===== src/rtl/jls_pkg.sv =====
`timescale 1ns / 1ps
// ----------------------------------------------------------------------------
// jls_pkg - shared types and constants of the Jacobi stencil sweep core
// Word layouts of both channels, line buffer entries, register indexes.
// ----------------------------------------------------------------------------
package jls_pkg;

	// point value width, Q8.16
	localparam int VALUE_BITS      = 24;
	localparam int SUM_BITS        = VALUE_BITS + 2;

	// default grid limits
	localparam int MAX_WIDTH_DEF   = 256;
	localparam int MAX_HEIGHT_DEF  = 1024;

	// configuration port
	localparam int WIDTH_REG_BITS  = 9;
	localparam int HEIGHT_REG_BITS = 11;
	localparam int CFG_DATA_BITS   = 11;
	localparam int CFG_INDEX_BITS  = 2;
	localparam int WIDTH_RESET     = 256;
	localparam int HEIGHT_RESET    = 256;

	// result position fields
	localparam int ROW_IDX_BITS    = 10;
	localparam int COL_IDX_BITS    = 8;

	// output queue
	localparam int OUT_DEPTH       = 4;
	localparam int OUT_PTR_BITS    = 2;
	localparam int OUT_CNT_BITS    = 3;

	typedef enum logic [CFG_INDEX_BITS-1:0] {
		REG_GRID_WIDTH  = 2'd0,
		REG_GRID_HEIGHT = 2'd1
	} cfg_reg_t;

	typedef struct packed {
		logic signed [VALUE_BITS-1:0] point_value;
		logic                         hold;
	} pt_word_t;

	typedef struct packed {
		logic signed [VALUE_BITS-1:0] new_value;
		logic [ROW_IDX_BITS-1:0]      row_index;
		logic [COL_IDX_BITS-1:0]      col_index;
		logic                         frame_end;
	} res_word_t;

	// one line buffer entry: value plus hold flag
	typedef struct packed {
		logic                         hold;
		logic signed [VALUE_BITS-1:0] value;
	} line_entry_t;

	// up to two result words pushed per point
	typedef struct packed {
		logic      a_valid;
		res_word_t a_word;
		logic      b_valid;
		res_word_t b_word;
	} res_push_t;

endpackage


===== src/rtl/jls_out_fifo.sv =====
`timescale 1ns / 1ps
// ----------------------------------------------------------------------------
// jls_out_fifo - result queue
// Small queue taking up to two result words per cycle, one out per cycle while res_ready is high.
// ----------------------------------------------------------------------------
module jls_out_fifo (
	input  logic               clk,
	input  logic               arst_n,
	input  jls_pkg::res_push_t push,
	output logic               room2,
	output logic               res_valid,
	input  logic               res_ready,
	output jls_pkg::res_word_t res_word
);
	import jls_pkg::*;

	res_word_t               fifo_q [OUT_DEPTH];
	logic [OUT_PTR_BITS-1:0] wr_ptr_q;
	logic [OUT_PTR_BITS-1:0] rd_ptr_q;
	logic [OUT_CNT_BITS-1:0] count_q;
	logic [OUT_CNT_BITS-1:0] n_push;
	logic                    pop;

	assign pop       = res_valid && res_ready;
	assign n_push    = OUT_CNT_BITS'(push.a_valid) + OUT_CNT_BITS'(push.b_valid);
	assign room2     = (count_q <= OUT_CNT_BITS'(OUT_DEPTH - 2));
	assign res_valid = (count_q != '0);
	assign res_word  = fifo_q[rd_ptr_q];

	// storage; second word lands after the first
	always_ff @(posedge clk) begin
		if (push.a_valid) begin
			fifo_q[wr_ptr_q] <= push.a_word;
		end
		if (push.b_valid) begin
			fifo_q[wr_ptr_q + OUT_PTR_BITS'(1)] <= push.b_word;
		end
	end

	// pointers and fill level
	always_ff @(posedge clk or negedge arst_n) begin
		if (!arst_n) begin
			wr_ptr_q <= '0;
			rd_ptr_q <= '0;
			count_q  <= '0;
		end else begin
			wr_ptr_q <= wr_ptr_q + OUT_PTR_BITS'(n_push);
			if (pop) begin
				rd_ptr_q <= rd_ptr_q + OUT_PTR_BITS'(1);
			end
			count_q <= count_q + n_push - OUT_CNT_BITS'(pop);
		end
	end

	a_count_bound: assert property (@(posedge clk) disable iff (!arst_n)
		count_q <= OUT_CNT_BITS'(OUT_DEPTH))
		else $error("result queue overfilled");

	a_b_needs_a: assert property (@(posedge clk) disable iff (!arst_n)
		push.b_valid |-> push.a_valid)
		else $error("border word pushed without stencil word");

	a_push_room: assert property (@(posedge clk) disable iff (!arst_n)
		push.a_valid |-> room2)
		else $error("push without room for two words");

endmodule


===== config.mk =====
export PLATFORM = sky130hd
export DESIGN_NAME = jls_out_fifo
export DESIGN_NICKNAME = d
export VERILOG_FILES = /design/src/rtl/jls_pkg.sv /design/src/rtl/jls_out_fifo.sv
export SDC_FILE = /design/constraint.sdc
export NUM_CORES = 1
export LEC_CHECK = 0
export BUFFER_PORTS_ARGS = -buffer_cell sky130_fd_sc_hd__buf_4
export CORE_MARGIN = 5
export CORE_UTILIZATION = 30
export DETAILED_ROUTE_END_ITERATION = 8
export GPL_TIMING_DRIVEN = 0
export PLACE_DENSITY = 0.53
export SYNTH_ARGS = -nofsm -noshare
export SYNTH_HDL_FRONTEND = slang
export SYNTH_SLANG_ARGS = --single-unit

===== constraint.sdc =====
create_clock -name clk -period 4.9 [get_ports clk]
set_input_delay 0.245 -clock clk [delete_from_list [all_inputs] [get_ports clk]]
set_output_delay 0.245 -clock clk [all_outputs]
set_load 0.05 [all_outputs]

# Yosys cells after proc, flatten, opt, wreduce, memory -nomap -nowiden
# Memory sizes are Yosys's and may differ from the RTL's.
# Cells that the tools add are included.
op_classes:
  n_addsub: 6
  order_cmp: 1
  muxes: 4
  n_reduce_logical: 2
op_table:
  columns: ["op", "count"]
  rows:
  - ["$add A2 B1 Y2 const B", 2]
  - ["$mux W1", 4]
  - ["$add A3 B2 Y3", 1]
  - ["$le A3 B2 Y1 const B", 1]
  - ["$reduce_bool A3 Y1", 1]
  - ["$sub A3 B1 Y3", 1]
  - ["$add A1 B1 Y2", 1]
  - ["$add A2 B2 Y2", 1]
  - ["$logic_and A1 B1 Y1", 1]
word_totals:
  ff_bits: 7
  ram_bits: 172
  elab_cells: 17
  memories: 1
mem_list:
  columns: ["memory", "words", "width", "rd", "rd_clocked_by_memory_dff", "write_ports", "line", "text"]
  rows:
  - ["fifo_q", 4, 43, 1, 0, 2, "jls_out_fifo.sv:17", "res_word_t fifo_q [OUT_DEPTH];"]

# Logic depth before layout (Yosys ltp)
logic_depth:
  word_depth: 3
  ltp_mapped: 9

# Worst setup path before layout
# Ideal clock, no wire load.
synth_timing:
  kind: "register to register"
  startpoint: "register wr_ptr_q[0]"
  endpoint: "memory fifo_q[0][0] in the netlist's numbering, enable pin"
  setup_ns: 0.503
  t_arrival_ns: 3.727
  required_time_ns: 4.397
  path_slack_ns: 0.670
  path_stages_with_launch: 4
  period_less_slack_ns: 4.230
  cell_sequence: "dfrtp_1 -> buf_2 -> nand2b_1 -> o21ai_0"
synth_lines:
  columns: ["item", "line", "text"]
  rows:
  - ["from (decl)", "jls_out_fifo.sv:18", "logic [OUT_PTR_BITS-1:0] wr_ptr_q;"]
  - ["from (signal assigned)", "jls_out_fifo.sv:47", "wr_ptr_q <= wr_ptr_q + OUT_PTR_BITS'(n_push);"]
  - ["to (decl)", "jls_out_fifo.sv:17", null]

==> flow_summary.ini <==
[power]
clockPowerShare_pct = 19.2
p_int_uw = 4550
ir_worst_vdd_mv = 0.379
p_sw_uw = 3020
pwr-share-comb_pct = 48.9
p_leak_uw = 0.00394
p_seq_share_pct = 32.0
power_density_nw_per_um2 = 686
p_total_uw = 7570
p_sw_share_pct = 39.9

[cts]
cts_hold_buf = 1
cts.sinks = 179
postCtsSetupRepairBufs = 0
htree_num_levels = 4
cts_tree = yes
clock_latency_ps = 420
clockBufferDepth = 2
ctsRootBufferMaster = clkbuf_16
cts_resized = 0
cts_buffers = 17
clkSlewWorstSetupHoldPaths_ps = 70

[floorplan]
design.core.area_um2 = 28600
num_rows = 62
ios = 136
chipHeight_um = 180
dieArea_um2 = 32500
floorplan.initialDensity_pct = 30.3
die_x_um = 180

[outcome]
status = complete, no violations

[cells_and_area]
layout_common_cells = edfxtp_1 (172), mux2_2 (169), buf_4 (138)
syn_to_final_growth_pct = 27.1
nNetsFinal = 715
antenna_cells = 0
drive_above_1_share_pct = 66.1
final_common_cell = edfxtp_1

[routing]
drtIter0Drc = 197
drtAntennaViolNets = 0
route.detailed.drc = 0
first_pass_iters = 6
wl_um = 22600
via_count = 4839
via_per_inst = 4.77
wl_per_cell_um = 22.3

[setup_path]
path_max_fanout = 10
cp-end-kind = primary output
cp.required_ps = 4660
critPathLaunchType = register
crit_arrival_ps = 2290
crit_type = reg -> out

[sta]
fin_crit_sh_pct = 51.6
drv_slew = 0
setup_ws_ps = 2370
skew_ps = 9.47
layout_min_cycle_time_ps = 2530
hold_viol = 0
rsz0062_at_grt = false
setup_viol = 0
fin_setup_tns_ps = 0
fmax_mhz = 395
worst_pin_slew_ps = 805
maxSlewHeadroom_pct = 46.3

[placement]
post-place-ws_ps = 2690
place.gp.congestion = 0.674
hpwl_um = 14900
portBuffers = 135

[yosys]
synth-edff-count = 172
synth.distinct_cells = 27
async_flop_share_pct = 3.91
synth_warnings = 0
synth_area_um2 = 8690
synth-main-ff-cell = edfxtp_1
synth_area_leaders = edfxtp_1 (59%), mux2_2 (22%), mux4_2 (11%), dfrtp_1 (2.0%), buf_2 (0.98%)
ys_ff_latch = 179
syn_nets = 552
synthCells = 455
syn_area_per_cell_um2 = 19.1
seq_area_frac_synth_pct = 61.5
synth_area_leader_cell = edfxtp_1
netlist.area_leader.share_pct = 59.5

[global_route]
antenna_found_initial = 0
grt_overflow = 0
grt_pass1_wl_um = 33500
first_global_vias = 5489
grt_max_degree = 20
grt_util_all_layers_pct = 13.8

[min_path]
hold_path.class = in -> reg

[job]
drv_cap = 0
## power by group through the flow
stage          clock [µW]  sequential [µW]  combinational (µW)
2_1_floorplan           0             2470                2500
3_3_place_gp            0             2550                3580
3_5_place_dp            0             2460                3800
4_1_cts              1490             2430                3810
5_1_grt              1540             2460                3920
6_report             1450             2420                3700
## synthesized netlist by cell type, drive strengths merged, types with 2 or more instances
cell type and n:
buf 27, dfrtp 7, edfxtp 172, ha 5, inv 7, mux2 172
mux4 43, nand3b 2, nor2 2, o21ai 2, xnor2 4, xor2 2
## worst max-delay path, cell delays in order, from the launching register on
cell	delay [ps]
dfrtp_1	320
clkbuf_2	250
buf_1	640
mux4_2	440
buf_4	210
## logic make-up after synthesis
logic type	share of synthesized area, %
mux	33.6
flops	61.5
simple gates	0.778
compound gates	0.375
xor+xnor	0.605
fa+ha+maj	0.951
buf+inv	2.25
## path summary, 6_finish.rpt
kind	startpoint	to	slack [ps]	cells after the start
min reg2reg	wr_ptr_q[0]	wr_ptr_q[0]	520	1
max reg2reg	wr_ptr_q[1]	fifo_q[2][17]	2750	5
max	rd_ptr_q[1]	res_word[37]	2370	4
min	push[50]	fifo_q[1][6]	140	2
min in group asynchronous	arst_n	count_q[0]	200	2
max in group asynchronous	arst_n	wr_ptr_q[1]	4570	2
## sequential cells by signal, summed over array words and instances (netlist names)
signal	count
rd_ptr_q	2
count_q	3
wr_ptr_q	2
fifo_q	172
## metal layers
metal	vias to the layer above	routed length, µm	track usage, %
met1	2533	9780	17.1
met2	106	11700	24.4
met4	0	282	3.51
met3	17	874	3.29
met5	-	0	0
li1	2183	-	-
## stage by stage
step / std cells / hold WS (ps) / area [µm²] / util (%)
3_5_place_dp: 982 / 64.5 / 10400 / 36.4
6_report: 1015 / 141 / 11000 / 38.6
2_1_floorplan: 455 / -50.6 / 8690 / -
4_1_cts: 1015 / 112 / 11000 / 38.6
3_3_place_gp: 974 / 61.1 / 10200 / 35.6
5_1_grt: 1015 / 124 / 11000 / 38.6
## layout make-up
| class | instances | area (µm²) |
|---|---|---|
| Clock inverter | 15 | 198 |
| Clock buffer | 17 | 425 |
| Buffer | 28 | 169 |
| Inverter | 7 | 26.3 |
| Fill cell | 2666 | 17600 |
| Multi-Input combinational cell | 241 | 3190 |
| Timing Repair Buffer | 144 | 1210 |
| Tap cell | 384 | 480 |
| Sequential cell | 179 | 5340 |
(Power assumes the default switching activity.)
